`config.mk`:
```
export PLATFORM = sky130hd
export DESIGN_NAME = rsas_ctrl
export DESIGN_NICKNAME = d
export VERILOG_FILES = /design/src/rtl/rsas_pkg.sv /design/src/rtl/rsas_ctrl.sv
export SDC_FILE = /design/constraint.sdc
export NUM_CORES = 1
export LEC_CHECK = 0
export ABC_AREA = 1
export ABC_CLOCK_PERIOD_IN_PS = 4400
export BUFFER_PORTS_ARGS = -buffer_cell sky130_fd_sc_hd__buf_4
export CAP_MARGIN = 25
export CORE_MARGIN = 8
export CORE_UTILIZATION = 60
export CTS_BUF_LIST = sky130_fd_sc_hd__clkbuf_2 sky130_fd_sc_hd__clkbuf_4 sky130_fd_sc_hd__clkbuf_8
export CTS_CLUSTER_DIAMETER = 120
export CTS_CLUSTER_SIZE = 24
export DETAILED_ROUTE_END_ITERATION = 8
export PLACE_DENSITY_LB_ADDON = 0.15
export RECOVER_POWER = 25
export SKIP_LAST_GASP = 1
export SYNTH_ARGS = -nofsm -noshare
export SYNTH_HDL_FRONTEND = slang
export SYNTH_SLANG_ARGS = --single-unit
```
`constraint.sdc`:
```
create_clock -name clk_i -period 4.4 [get_ports clk_i]
set_input_delay 0.88 -clock clk_i [delete_from_list [all_inputs] [get_ports clk_i]]
set_output_delay 0.88 -clock clk_i [all_outputs]
set_load 0.02 [all_outputs]
```
`src/rtl/rsas_pkg.sv`:
```
// shared constants and beat types for the rotated sorted array search
package rsas_pkg;

  localparam int unsigned Depth  = 1024;
  localparam int unsigned AddrW  = $clog2(Depth);
  localparam int unsigned CountW = $clog2(Depth + 1);
  localparam int unsigned DataW  = 32;
  localparam int unsigned PosW   = 10;

  localparam logic KindLoad   = 1'b0;
  localparam logic KindSearch = 1'b1;

  typedef struct packed {
    logic                    kind;
    logic signed [DataW-1:0] value;
    logic                    start_req;
  } in_t;

  typedef struct packed {
    logic            found;
    logic [PosW-1:0] position;
    logic            truncated;
  } out_t;

endpackage

```
`src/rtl/rsas_ctrl.sv`:
```
// array bookkeeping and the binary search sequencer around the element ram
module rsas_ctrl (
  input  logic                       clk_i,
  input  logic                       rst_ni,
  input  logic                       in_valid_i,
  input  rsas_pkg::in_t              in_data_i,
  output logic                       idle_o,
  input  logic                       out_free_i,
  output logic                       res_valid_o,
  output rsas_pkg::out_t             res_o,
  output logic                       ram_we_o,
  output logic [rsas_pkg::AddrW-1:0] ram_addr_o,
  output logic [rsas_pkg::DataW-1:0] ram_wdata_o,
  input  logic [rsas_pkg::DataW-1:0] ram_rdata_i
);

  typedef enum logic [3:0] {
    S_IDLE  = 4'b0001,
    S_ISSUE = 4'b0010,
    S_CMP   = 4'b0100,
    S_DONE  = 4'b1000
  } state_e;

  state_e state_q, state_d;

  logic [rsas_pkg::CountW-1:0] count_q, count_d;
  logic                        ovf_q, ovf_d;
  logic signed [rsas_pkg::DataW-1:0] first_q, first_d;
  logic signed [rsas_pkg::DataW-1:0] last_q, last_d;
  logic signed [rsas_pkg::DataW-1:0] target_q, target_d;
  // search window is [left, hi)
  logic [rsas_pkg::CountW-1:0] left_q, left_d;
  logic [rsas_pkg::CountW-1:0] hi_q, hi_d;
  logic [rsas_pkg::CountW-1:0] mid_q, mid_d;
  logic                        found_q, found_d;

  logic                              accept;
  logic [rsas_pkg::CountW-1:0]       count_eff;
  logic [rsas_pkg::CountW:0]         mid_sum;
  logic signed [rsas_pkg::DataW-1:0] probe;
  logic [rsas_pkg::CountW-1:0]       left_n, hi_n;

  assign accept  = in_valid_i && (state_q == S_IDLE);
  assign idle_o  = (state_q == S_IDLE);
  assign probe   = signed'(ram_rdata_i);
  assign mid_sum = {1'b0, left_q} + {1'b0, hi_q} - {{rsas_pkg::CountW{1'b0}}, 1'b1};
  assign count_eff = in_data_i.start_req ? '0 : count_q;

  // narrow the window around the probe
  always_comb begin
    left_n = left_q;
    hi_n   = hi_q;
    if (first_q <= probe) begin
      if (first_q <= target_q && target_q < probe) begin
        hi_n = mid_q;
      end else begin
        left_n = mid_q + 1'b1;
      end
    end else begin
      if (probe < target_q && target_q <= last_q) begin
        left_n = mid_q + 1'b1;
      end else begin
        hi_n = mid_q;
      end
    end
  end

  always_comb begin
    state_d     = state_q;
    count_d     = count_q;
    ovf_d       = ovf_q;
    first_d     = first_q;
    last_d      = last_q;
    target_d    = target_q;
    left_d      = left_q;
    hi_d        = hi_q;
    mid_d       = mid_q;
    found_d     = found_q;
    ram_we_o    = 1'b0;
    ram_addr_o  = mid_q[rsas_pkg::AddrW-1:0];
    ram_wdata_o = in_data_i.value;
    res_valid_o = 1'b0;

    case (state_q)
      S_IDLE: begin
        ram_addr_o = count_eff[rsas_pkg::AddrW-1:0];
        if (accept) begin
          if (in_data_i.kind == rsas_pkg::KindLoad) begin
            if (in_data_i.start_req) begin
              ovf_d = 1'b0;
            end
            if (count_eff < rsas_pkg::CountW'(rsas_pkg::Depth)) begin
              ram_we_o = 1'b1;
              if (count_eff == '0) begin
                first_d = in_data_i.value;
              end
              last_d  = in_data_i.value;
              count_d = count_eff + 1'b1;
            end else begin
              ovf_d = 1'b1;
            end
          end else begin
            target_d = in_data_i.value;
            left_d   = '0;
            hi_d     = count_q;
            mid_d    = '0;
            found_d  = 1'b0;
            state_d  = (count_q == '0) ? S_DONE : S_ISSUE;
          end
        end
      end
      S_ISSUE: begin
        mid_d      = mid_sum[rsas_pkg::CountW:1];
        ram_addr_o = mid_d[rsas_pkg::AddrW-1:0];
        state_d    = S_CMP;
      end
      S_CMP: begin
        if (probe == target_q) begin
          found_d = 1'b1;
          state_d = S_DONE;
        end else begin
          left_d  = left_n;
          hi_d    = hi_n;
          state_d = (left_n < hi_n) ? S_ISSUE : S_DONE;
        end
      end
      S_DONE: begin
        if (out_free_i) begin
          res_valid_o = 1'b1;
          state_d     = S_IDLE;
        end
      end
      default: begin
        state_d = S_IDLE;
      end
    endcase
  end

  assign res_o.found     = found_q;
  assign res_o.position  = found_q ? rsas_pkg::PosW'(mid_q) : '0;
  assign res_o.truncated = ovf_q;

  always_ff @(posedge clk_i or negedge rst_ni) begin
    if (!rst_ni) begin
      state_q <= S_IDLE;
      count_q <= '0;
      ovf_q   <= 1'b0;
      first_q <= '0;
      last_q  <= '0;
    end else begin
      state_q <= state_d;
      count_q <= count_d;
      ovf_q   <= ovf_d;
      first_q <= first_d;
      last_q  <= last_d;
    end
  end

  always_ff @(posedge clk_i) begin
    target_q <= target_d;
    left_q   <= left_d;
    hi_q     <= hi_d;
    mid_q    <= mid_d;
    found_q  <= found_d;
  end

endmodule

```
# Word-level counts from Yosys, hierarchy flattened

Cells that the tools add are included.

Bits in registers: 146
Input port bits: 70

Add/subtract/negate cells: 4
Order comparisons: 7
Equal/unequal tests: 11
Muxes and demuxes: 37
Bitwise operators: 1
Reduce and logical (&&, ||, !) cells: 15

Operators by type and width:

| cell                                                | number |
|---|---|
| two-way mux 11 bit                                  | 13 |
| less-or-equal comparator 32 bit                     | 3 |
| case mux 11 bit (2 select lines)                    | 3 |
| < comparator 32 bit                                 | 2 |
| == test 32 bit                                      | 1 |
| two-way mux 4 bit                                   | 6 |
| adder 11 x 1 -> 11 bit (second input constant)      | 2 |
| zero test 11 bit                                    | 2 |
| case mux 10 bit (2 select lines)                    | 1 |
| case mux 4 bit (4 select lines)                     | 1 |
| AND reduction 4 bit                                 | 4 |
| adder 11 x 11 -> 12 bit                             | 1 |
| subtractor 12 x 1 -> 12 bit (second input constant) | 1 |
| < comparator 11 bit                                 | 1 |
| < comparator 11 bit (second input constant)         | 1 |
| two-way mux 1 bit                                   | 11 |
| two-way mux 10 bit                                  | 1 |
| != test 2 bit (second input constant)               | 5 |
| AND reduction 3 bit                                 | 3 |
| AND reduction 5 bit                                 | 1 |
| == test 4 x 1 -> 1 bit (second input constant)      | 1 |
| == test 4 x 2 -> 1 bit (second input constant)      | 1 |
| == test 4 x 3 -> 1 bit (second input constant)      | 1 |
| == test 4 bit (second input constant)               | 1 |
| other kinds (5)                                     | 8 |

# Longest topological paths before layout

Gate-level depths: netlist of run 1.

Depth in word-level cells: 8
Mapped depth: 34

# Worst setup path before layout of run 1

OpenSTA, ideal clock, no wires.

Path type: input -> register
Start point: input port ram_rdata_i[31] in the netlist's numbering
End point: register state_q[3]
Library setup time: 116 ps
Arrival: 4,048 ps
Slack: 236 ps
Cell stages on the path: 24
Buffers on the path: 1
Cell sequence: ha_1 a21oi_1 o21a_1 nand2_1 a21oi_1 nand3_1 nand2_4 nand2_2 nor2_2 inv_2 buf_6 a21boi_0 nor2_1 ha_1 a21oi_1 o21ai_0 a221oi_1 nor2_1 a2111oi_0 nand2_1 nand2_1 nand2_1 nand2_1 nand2_1

Word-level cells in the longest chain between the ends: 8
Elaborated cells on any way between the ends: 16
Classes of those cells: order compare (4); eq/ne (1); mux (9); reduce/logical (2)

Ends and longest elaborated chain:

| element                                | line                             | source |
|---|---|---|
| start: declaration                     | rsas_ctrl.sv:14                  | `input logic [rsas_pkg::DataW-1:0] ram_rdata_i` |
| < comparator 32 bit (on tied branches) | rsas_ctrl.sv:60, rsas_ctrl.sv:54 |  |
| logical AND 1 bit (on tied branches)   | rsas_ctrl.sv:60, rsas_ctrl.sv:54 |  |
| two-way mux 11 bit (on tied branches)  | rsas_ctrl.sv:60, rsas_ctrl.sv:54 |  |
| two-way mux 11 bit (*)                 | rsas_ctrl.sv:53                  | `if (first_q <= probe) begin` |
| net left_n (one bit)                   | rsas_ctrl.sv:41                  | `logic [rsas_pkg::CountW-1:0] left_n, hi_n;` |
| < comparator 11 bit (*)                | rsas_ctrl.sv:124                 | `state_d = (left_n < hi_n) ? S_ISSUE : S_DONE;` |
| two-way mux 4 bit (*)                  | rsas_ctrl.sv:124                 |  |
| two-way mux 4 bit (*)                  | rsas_ctrl.sv:118                 | `if (probe == target_q) begin` |
| case mux 4 bit (4 select lines) (*)    | rsas_ctrl.sv:84                  | `case (state_q)` |
| end signal: assignment                 | rsas_ctrl.sv:151                 | `state_q <= state_d;` |
| end: declaration                       | rsas_ctrl.sv:24                  | `state_e state_q, state_d;` |

Mark *: on every way through the listed nets, which the timed path passes. The rest lies on a longest branch.
A chain may end at the register's enable or synchronous reset.

# Worst setup path in the final report of run 1

Start point: register hi_q[2] in the netlist's numbering
End point: output port ram_addr_o[9] in the netlist's numbering

Word-level cells in the longest chain between the ends: 3

Ends and longest elaborated chain:

| element                          | line             | source |
|---|---|---|
| start: declaration               | rsas_ctrl.sv:33  | `logic [rsas_pkg::CountW-1:0] hi_q, hi_d;` |
| start signal: assignment         | rsas_ctrl.sv:162 | `hi_q <= hi_d;` |
| adder 11 x 11 -> 12 bit          | rsas_ctrl.sv:46  | `assign mid_sum = {1'b0, left_q} + {1'b0, hi_q} - {{rsas_pkg::CountW{1'b0}}, 1'b1};` |
| subtractor 12 x 1 -> 12 bit      | rsas_ctrl.sv:46  |  |
| case mux 10 bit (2 select lines) | rsas_ctrl.sv:84  |  |
| end: declaration                 | rsas_ctrl.sv:12  | `output logic [rsas_pkg::AddrW-1:0] ram_addr_o,` |

Every way passes these cells.

==> flow_summary.json, run 1 <==
{
  "clk_transition_reported_paths_ns": 0.08,
  "finalWirelength_um": 27300,
  "die_area_sq_mm": 0.0227,
  "relSlewSlack": -1.26,
  "rows": 49,
  "synthArstFlopShare": 0.548,
  "post_drt_wl_per_cell_um": 16.3,
  "end_kind": "output port",
  "fillerInstances": 1478,
  "avgViaCountPerCell": 5.40,
  "grt_pass1_vias": 9156,
  "multiInputGateArea_sq_mm": 0.00584,
  "crit_top_cell": "nand2_1",
  "final-seq-area_sq_mm": 0.00399,
  "numCtsBuffers": 17,
  "drcViolationCount": 0,
  "synth_fp_nets": 1522,
  "instances_no_fill": 1675,
  "ys_top_cells_by_area": "ha_1 18%, edfxtp_1 18%, dfrtp_1 18%, inv_1 8.3%, nand2_1 8.0%",
  "synth_seq_cells": 146,
  "grt_usage": 0.243,
  "area.growth.synth_to_final_pct": 16.7,
  "io_pins": 127,
  "cellPowerDensity_mw_per_mm2": 770,
  "dieWidth_um": 151,
  "finalCritPeriodShare": 0.963,
  "root_buffer": "clkbuf_8",
  "routabilityCongestion": 0.924,
  "cp.required_ns": 3.52,
  "antenna_found_initial": 0,
  "clock-sinks": 146,
  "status": "finished with violations",
  "placedCellCount": 1635,
  "slew_viol_final": 59,
  "grt_max_degree": 80,
  "die_h_um": 151,
  "period_minus_slack_ns": 4.24,
  "cts_tree": "built",
  "finClkSkew_ns": 0.0161,
  "finalHoldViolCount": 0,
  "syn_avg_cell_area_sq_um": 8.45,
  "drv_cap": 1,
  "numPortBuffers": 126,
  "setup_viol": 0,
  "vias": 9047,
  "synth_flop_cell": "dfrtp_1",
  "arrival_ns": 3.36,
  "grt_pass1_wl_um": 43900,
  "synthCells": 1290,
  "clock_latency_ns": 0.46,
  "slowest_stage": "edfxtp_1",
  "crit_chain": "inv_2 -> ha_4 -> inv_2 -> ha_4 -> nand2_1 -> nand2_1 -> a21oi_2 -> nor2_1 -> nor2_1 -> o21ai_1 -> inv_1 -> nor2_2 -> nor2_1 -> o21ai_1 -> inv_1 -> nor2_2 -> nor2_2 -> o21bai_2 -> nand2_1 -> nand2_1 -> o211ai_1 -> buf_4",
  "slowest_delay_ns": 0.42,
  "syn_area_sq_mm": 0.0109,
  "rsz0062_at_grt": "yes",
  "worst_slew_pin_slew_ns": 3.39,
  "drive_gt1_frac": 0.203,
  "synth_top_area_frac": 0.185,
  "max_clock_freq_ghz": 0.236,
  "setup_tns_ns": 0,
  "synthTopCellsByCount": "240 x inv_1, 232 x nand2_1, 161 x ha_1",
  "globalRouteOverflowTotal": 0,
  "ys_types": 62,
  "criticalPathCategory": "reg -> out",
  "synth-seq-area-share": 0.366,
  "yosysMostFrequentCell": "inv_1",
  "yosys.area.top_type": "ha_1",
  "ant_nets": 0,
  "utilization": 0.710,
  "clock_path_buffers": 2,
  "violations": "capacitance limit, slew limit",
  "drtIter0Drc": 546,
  "start_util": 0.609,
  "p_leak_nw": 6.48,
  "fp.coreArea_sq_mm": 0.0179,
  "worst_ir_drop_vdd_mv": 0.657,
  "ys_warn_count": 0,
  "fin_nets": 1665,
  "drt_first_pass_iters": 5,
  "startpoint_type": "register",
  "synth-edff-count": 66,
  "antenna_cells": 0,
  "htreeDepth": 4,
  "hold_path.class": "reg -> reg",
  "cp_max_fo": 3,
  "dp_hpwl_um": 21200
}
state kept, by name (all words and copies together), names as in the netlist:
name	flops
hi_q	11
ovf_q	1
left_q	11
count_q	11
found_q	1
mid_q	11
state_q	4
first_q	32
last_q	32
target_q	32
through the flow:
step	setup WS [ns]	hold slack, ns	power (W)	instance area [sq um]
after floorplan	0.236	0.448	0.00624	10900
after global routing	-0.0753	0.572	0.0107	12700
after CTS	0.00581	0.519	0.00923	12500
after global placement	-0.253	0.469	0.00787	12100
final	0.163	0.511	0.00980	12700
after detailed placement	-0.313	0.503	0.00808	12100
worst max-delay path, delay by kind of cell, from the launching register on:
kind                       cells  cell delay (ns)
DFF                            1             0.42
and+or+nand+nor               10             0.87
adders and majority gates      2             0.52
buffers and inverters          5             0.42
AOI/OAI and AO/OA              5             0.68
logic make-up after synthesis:
logic type                 Yosys count  synth area share
muxes                               32            0.0330
adders and majority gates          162             0.187
DFF                                146             0.366
and+or+nand+nor                    409             0.166
xor gates and xnor gates            12           0.00964
AOI/OAI and AO/OA                  223             0.117
buffers and inverters              306             0.121
worst paths after layout:
check                                 to  slack [ns]    startpoint  cells after the start
max                        ram_addr_o[9]        0.16       hi_q[2]                     22
min                            last_q[0]        0.51     last_q[0]                      2
max reg2reg                   state_q[3]        0.27  target_q[31]                     25
min reg2reg                    last_q[0]        0.51     last_q[0]                      2
max in group asynchronous    first_q[30]        0.93        rst_ni                      1
min in group asynchronous    first_q[15]        1.55        rst_ni                      1
placed cells by master, fill, tap and decap left out, drive strengths merged, types with 7 or more instances in the layout:
cell / instances
o21ai: 80
mux2: 31
a21oi: 103
inv: 250
xor2: 9
nand3: 29
a221o: 8
or2: 7
nor2: 93
nor4: 8
nand2: 239
edfxtp: 66
ha: 161
buf: 147
nand4: 12
clkbuf: 54
nor3: 16
dfrtp: 79
cell type report:
class / instances / share of cell area
flip-flops and latches: 146 / 0.313
multi-input cells: 838 / 0.460
clock buffers: 20 / 0.0212
clock inverters: 12 / 0.0102
repair buffers: 181 / 0.0991
inverters: 249 / 0.0741
well taps: 229 / 0.0225
per-layer routing:
layer	global-route usage	vias to the layer above	routed length (um)
met4	0.0787	0	584
met2	0.424	243	13500
met1	0.301	4247	11900
met5	0	-	0
met3	0.0382	44	1350
li1	-	4513	-
power breakdown:
group	switching, W	total (W)	internal [W]	leakage [nW]
Combinational	0.00358	0.00621	0.00263	4.65
Clock	0.000549	0.00109	0.000542	0.199
Sequential	0.000426	0.00249	0.00207	1.63
Total	0.00455	0.00980	0.00524	6.48
repair_timing:
action                                 in CTS  in global routing
hold buffers                                0                  0
endpoints found under the hold margin       0                  0
resized for setup                           2                 64
setup endpoints to repair                   2                  4
buffers inserted                            0                  8
pin swaps                                   1                 33
(Power assumes the default switching activity.)
==> run 2, diff against run 1 <==
--- a/config.mk
+++ b/config.mk
@@ -9,6 +9,7 @@
 export ABC_CLOCK_PERIOD_IN_PS = 4400
 export BUFFER_PORTS_ARGS = -buffer_cell sky130_fd_sc_hd__buf_4
 export CAP_MARGIN = 25
+export CORE_ASPECT_RATIO = 1.75
 export CORE_MARGIN = 8
 export CORE_UTILIZATION = 60
 export CTS_BUF_LIST = sky130_fd_sc_hd__clkbuf_2 sky130_fd_sc_hd__clkbuf_4 sky130_fd_sc_hd__clkbuf_8
==> run 2 against run 1 <==
  * Total power shrank 0.17%
  * Combinational power is essentially flat
  * Non-clock buffer count grew 10
  * Die area grew 0.75%
  * Critical endpoint unchanged
  * Critical path depth is the same
  * Clock power is essentially flat
  * The run still ends with capacitance limit, slew limit left
  * Register-to-register slack gained 0.02 ns
  * Final cell count grew 0.90%
  * Count of clock-buffer cells in the layout grew 1
==> flow_summary.json, run 2 (synthesis results as in run 1) <==
{
  "post_drt_wl_per_cell_um": 16.2,
  "clock_path_buffers": 2,
  "drt_first_pass_iters": 7,
  "cp_max_fo": 3,
  "dieWidth_um": 118,
  "period_minus_slack_ns": 4.34,
  "placedCellCount": 1647,
  "drtIter0Drc": 335,
  "cp.depth": 22,
  "hold_path.class": "reg -> reg",
  "globalRouteOverflowTotal": 0,
  "clk_transition_reported_paths_ns": 0.07,
  "routabilityCongestion": 0.915,
  "area.growth.synth_to_final_pct": 16.5,
  "end_kind": "output port",
  "die_area_sq_mm": 0.0229,
  "final_common_cell": "inv_1",
  "relSlewSlack": -0.974,
  "numPortBuffers": 126,
  "fp.coreArea_sq_mm": 0.0179,
  "pre_cts_slack_ns": -0.350,
  "rsz0062_at_grt": "yes",
  "worst_ir_drop_vdd_mv": 0.434,
  "root_buffer": "clkbuf_8",
  "slew_viol_final": 51,
  "worst_slack_ns": 0.0626,
  "finalWirelength_um": 27400,
  "cp.required_ns": 3.52,
  "startpoint_type": "register",
  "clock-sinks": 146,
  "rows": 65,
  "criticalPathCategory": "reg -> out",
  "slowest_delay_ns": 0.39,
  "dp_hpwl_um": 21700,
  "p_leak_nw": 6.51,
  "reg_top3": "first_q (32), last_q (32), target_q (32)",
  "placed_cell_area_sq_mm": 0.0122,
  "drv_cap": 1,
  "instances_no_fill": 1690,
  "violations": "capacitance limit, slew limit",
  "final_cell_area_sq_mm": 0.0127,
  "die_h_um": 194,
  "critical_path_buf_inv_count": 5,
  "crit_top_cell": "nor2_1",
  "ant_nets": 0,
  "htreeDepth": 4,
  "grt_pass1_wl_um": 44600,
  "vias": 9151,
  "finalHoldViolCount": 0,
  "start_util": 0.609,
  "fin_nets": 1675,
  "drcViolationCount": 0,
  "arrival_ns": 3.46,
  "avgViaCountPerCell": 5.41,
  "setup_viol": 0,
  "drive_gt1_frac": 0.200,
  "cts_hold_buf": 0,
  "final_cell_mix": "234 x inv_1, 227 x nand2_1, 157 x ha_1, 156 x buf_4, 97 x a21oi_1",
  "critical-path-top-delay-family": "simple AND/OR/NAND/NOR gates",
  "worst_slew_pin_slew_ns": 2.96,
  "finalCritPeriodShare": 0.986,
  "grt_usage": 0.241,
  "slowest_stage": "edfxtp_1",
  "cellPowerDensity_mw_per_mm2": 770,
  "worstHoldPathCells": 2,
  "status": "finished with violations",
  "utilization": 0.710,
  "grt_pass1_vias": 9750,
  "antenna_found_initial": 0,
  "worst-r2r-cell-count": 25,
  "cts_tree": "built",
  "max_clock_freq_ghz": 0.231,
  "finClkSkew_ns": 0.0209,
  "numCtsBuffers": 17,
  "antenna_cells": 0,
  "grt_max_degree": 61,
  "io_pins": 127,
  "clock_latency_ns": 0.46,
  "crit_chain": "inv_2 -> ha_4 -> inv_4 -> ha_4 -> nand2_2 -> nand2_2 -> a21oi_2 -> nor2_1 -> nor2_1 -> o21ai_1 -> inv_1 -> nor2_2 -> nor2_1 -> o21ai_1 -> inv_1 -> nor2_2 -> nor2_1 -> o21bai_1 -> nand2_1 -> nand2_2 -> o211ai_1 -> buf_4"
}
run 2: path summary, 6_finish.rpt:
kind / start / to / slack (ns)
worst max-delay path: hi_q[2] / ram_addr_o[9] / 0.06
worst min-delay path: last_q[0] / last_q[0] / 0.48
worst max register to register: target_q[23] / state_q[3] / 0.29
worst min register to register: last_q[0] / last_q[0] / 0.48
max in group asynchronous: rst_ni / last_q[26] / 1.33
min in group asynchronous: rst_ni / first_q[9] / 1.39
run 2: final cells by class:
type                       count  area, sq um
multi-input combinational    838         5750
fill                        1506         5190
sequential                   146         3990
timing repair buffer         191         1330
inverter                     249          942
tap                          234          293
clock buffer                  21          264
clock inverter                11          139
run 2: timing repair:
action | CTS | global route
setup endpoints to repair | 2 | 4
pin swaps | 1 | 26
buffers inserted | 0 | 11
gates resized for setup | 4 | 40
gates cloned | 0 | 0
run 2: per-layer routing:
| metal | share of wire | global-route usage |
|---|---|---|
| met5 | 0 | 0 |
| met3 | 0.035 | 0.0367 |
| met4 | 0.052 | 0.152 |
| met1 | 0.35 | 0.220 |
| met2 | 0.56 | 0.478 |
run 2: metrics by stage:
stage | total power, W | hold slack (ns) | TNS [ns]
2_1_floorplan | 0.00624 | 0.448 | 0
3_3_place_gp | 0.00801 | 0.467 | -0.539
3_5_place_dp | 0.00819 | 0.472 | -0.645
4_1_cts | 0.00938 | 0.475 | 0
5_1_grt | 0.0107 | 0.529 | -0.181
6_report | 0.00978 | 0.482 | 0
run 2: report_power, final:
group	switching (W)	internal (W)
logic	0.00352	0.00269
clock network	0.000519	0.000581
registers	0.000403	0.00207
run 2: worst min-delay path, stage by stage, from the launching register on:
cell and delay, ns:
dfrtp_1 0.35, nand2_1 0.06, nand2_1 0.05
==> run 3, diff against run 2 <==
--- a/config.mk
+++ b/config.mk
@@ -7,7 +7,7 @@
 export LEC_CHECK = 0
 export ABC_AREA = 1
 export ABC_CLOCK_PERIOD_IN_PS = 4400
-export BUFFER_PORTS_ARGS = -buffer_cell sky130_fd_sc_hd__buf_4
+export BUFFER_PORTS_ARGS = -buffer_cell sky130_fd_sc_hd__buf_2
 export CAP_MARGIN = 25
 export CORE_ASPECT_RATIO = 1.75
 export CORE_MARGIN = 8
==> run 3 against run 2 <==
  * The run still ends with capacitance limit, slew limit left
  * Setup slack improved by 0.12 ns
  * Sequential cell count unchanged
  * Clock skew decreased by 0.0083 ns
  * Critical path type unchanged
==> flow_summary.json, run 3 (synthesis results as in run 1) <==
{
  "max_clock_freq_ghz": 0.237,
  "sequentialPowerShare": 0.269,
  "cp_max_fo": 3,
  "grt_usage": 0.236,
  "violations": "capacitance limit, slew limit",
  "antenna_found_initial": 0,
  "finalCritPeriodShare": 0.958,
  "grt_pass1_wl_um": 43500,
  "area.growth.synth_to_final_pct": 12.3,
  "cp.required_ns": 3.52,
  "switching_share": 0.461,
  "drtIter0Drc": 312,
  "critical_path_buf_inv_count": 6,
  "cts_tree": "built",
  "worstHoldPathCells": 2,
  "fp.coreArea_sq_mm": 0.0179,
  "root_buffer": "clkbuf_8",
  "start_util": 0.609,
  "drv_cap": 1,
  "slowest_stage": "fa_2",
  "holdWs_ns": 0.494,
  "setup_viol": 0,
  "avgViaCountPerCell": 5.38,
  "critical-path-top-delay-family": "compound AO/OA/AOI/OAI gates",
  "drt_first_pass_iters": 5,
  "final_common_cell": "inv_1",
  "grt_max_degree": 68,
  "worstHoldStart": "last_q[0]",
  "report.power.total_w": 0.00916,
  "grt_pass1_vias": 9508,
  "slowest_delay_ns": 0.37,
  "finalWirelength_um": 26500,
  "p_comb_frac": 0.615,
  "vias": 8992,
  "io_pins": 127,
  "clock-sinks": 146,
  "hold_path.class": "reg -> reg",
  "startpoint_type": "register",
  "end_kind": "output port",
  "crit_top_cell": "inv_1",
  "worst_slew_pin_slew_ns": 3.18,
  "numPortBuffers": 126,
  "crit_chain": "inv_1 -> ha_1 -> inv_1 -> ha_1 -> inv_1 -> fa_2 -> o31ai_4 -> inv_1 -> nor2_2 -> nor2_1 -> nor2_1 -> nor2_1 -> inv_1 -> nand2_1 -> nand2_1 -> a21oi_1 -> o21ai_0 -> a21oi_1 -> a221o_1 -> buf_2",
  "internal_power_w": 0.00494,
  "min_to": "last_q[0]",
  "rsz0062_at_grt": "no",
  "status": "finished with violations",
  "worst-r2r-cell-count": 28,
  "cellPowerDensity_mw_per_mm2": 749,
  "relSlewSlack": -1.12,
  "antenna_cells": 0,
  "reg_top3": "first_q (32), last_q (32), target_q (32)",
  "criticalPathCategory": "reg -> out",
  "post_drt_wl_per_cell_um": 15.9,
  "dieWidth_um": 118,
  "r2r_slack_ns": 0.36,
  "slew_viol_final": 55,
  "worst_ir_drop_vdd_mv": 0.344,
  "final_cell_mix": "240 x inv_1, 232 x nand2_1, 160 x ha_1, 100 x a21oi_1, 92 x buf_2",
  "clk_transition_reported_paths_ns": 0.08,
  "multiInputGateArea_sq_mm": 0.00568,
  "finalHoldViolCount": 0,
  "rows": 65,
  "drive_gt1_frac": 0.177,
  "die_area_sq_mm": 0.0229,
  "utilization": 0.684,
  "htreeDepth": 4,
  "final-seq-area_sq_mm": 0.00399,
  "fin_nets": 1657,
  "arrival_ns": 3.34,
  "drcViolationCount": 0,
  "reg2reg_to": "state_q[3]",
  "ant_nets": 0,
  "rr_startpoint": "target_q[31]",
  "finClkSkew_ns": 0.0126,
  "numCtsBuffers": 17,
  "period_minus_slack_ns": 4.22,
  "fillerInstances": 1586,
  "globalRouteOverflowTotal": 0,
  "clock_latency_ns": 0.47,
  "routabilityCongestion": 0.936,
  "switchingPower_w": 0.00423,
  "clock_path_buffers": 2,
  "die_h_um": 194,
  "p_leak_nw": 6.36,
  "dp_hpwl_um": 21300,
  "setup_tns_ns": 0,
  "p_clk_frac": 0.117,
  "startpoint": "left_q[1]"
}
[run 3: cell type report]
type                    instances  share of cell area
multi-input cells             838               0.464
flip-flops and latches        146               0.326
repair buffers                173              0.0777
inverters                     249              0.0766
clock buffers                  26              0.0251
well taps                     234              0.0239
clock inverters                 6             0.00695
[run 3: metal layers]
layer,track usage,share of wire,up-vias
met4,0.133,0.045,0
met5,0,0,-
met2,0.470,0.56,199
met1,0.221,0.36,4219
li1,-,-,4494
met3,0.0344,0.030,80
[run 3: tightest hold or removal path, stage by stage, from the launching register on]
cell	delay (ns)
dfrtp_1	0.35
nand2_1	0.06
nand2_1	0.05
[run 3: worst max path at each step]
stage | to | slack [ns] | cells past startpoint
2_1_floorplan | state_q[3] | 0.24 | 24
3_3_place_gp | state_q[3] | -0.18 | 28
3_5_place_dp | state_q[3] | -0.26 | 26
4_1_cts | ram_addr_o[8] | 0.004 | 20
5_1_grt | ram_addr_o[8] | 0.02 | 19
6_report | ram_addr_o[8] | 0.18 | 20
[run 3: timing repair]
action	CTS	global route
gates resized for setup	4	17
pin swaps	0	3
endpoints found under the setup margin	2	4
setup buffers	0	3
hold buffers	0	0
[run 3: stage by stage]
| stage | instance area (sq um) | instances | setup slack, ns |
|---|---|---|---|
| final | 12200 | 1672 | 0.183 |
| after global routing | 12200 | 1672 | 0.0190 |
| after CTS | 12200 | 1669 | 0.00448 |
| after detailed placement | 11800 | 1637 | -0.258 |
| after global placement | 11800 | 1636 | -0.177 |
| after floorplan | 10900 | 1290 | 0.236 |
[run 3: power groups by stage]
stage	clock [W]	sequential [W]	combinational, W
after floorplan	0	0.00235	0.00389
after global placement	0	0.00247	0.00527
after detailed placement	0	0.00249	0.00543
after CTS	0.00109	0.00247	0.00553
after global routing	0.00114	0.00253	0.00636
final	0.00107	0.00246	0.00563
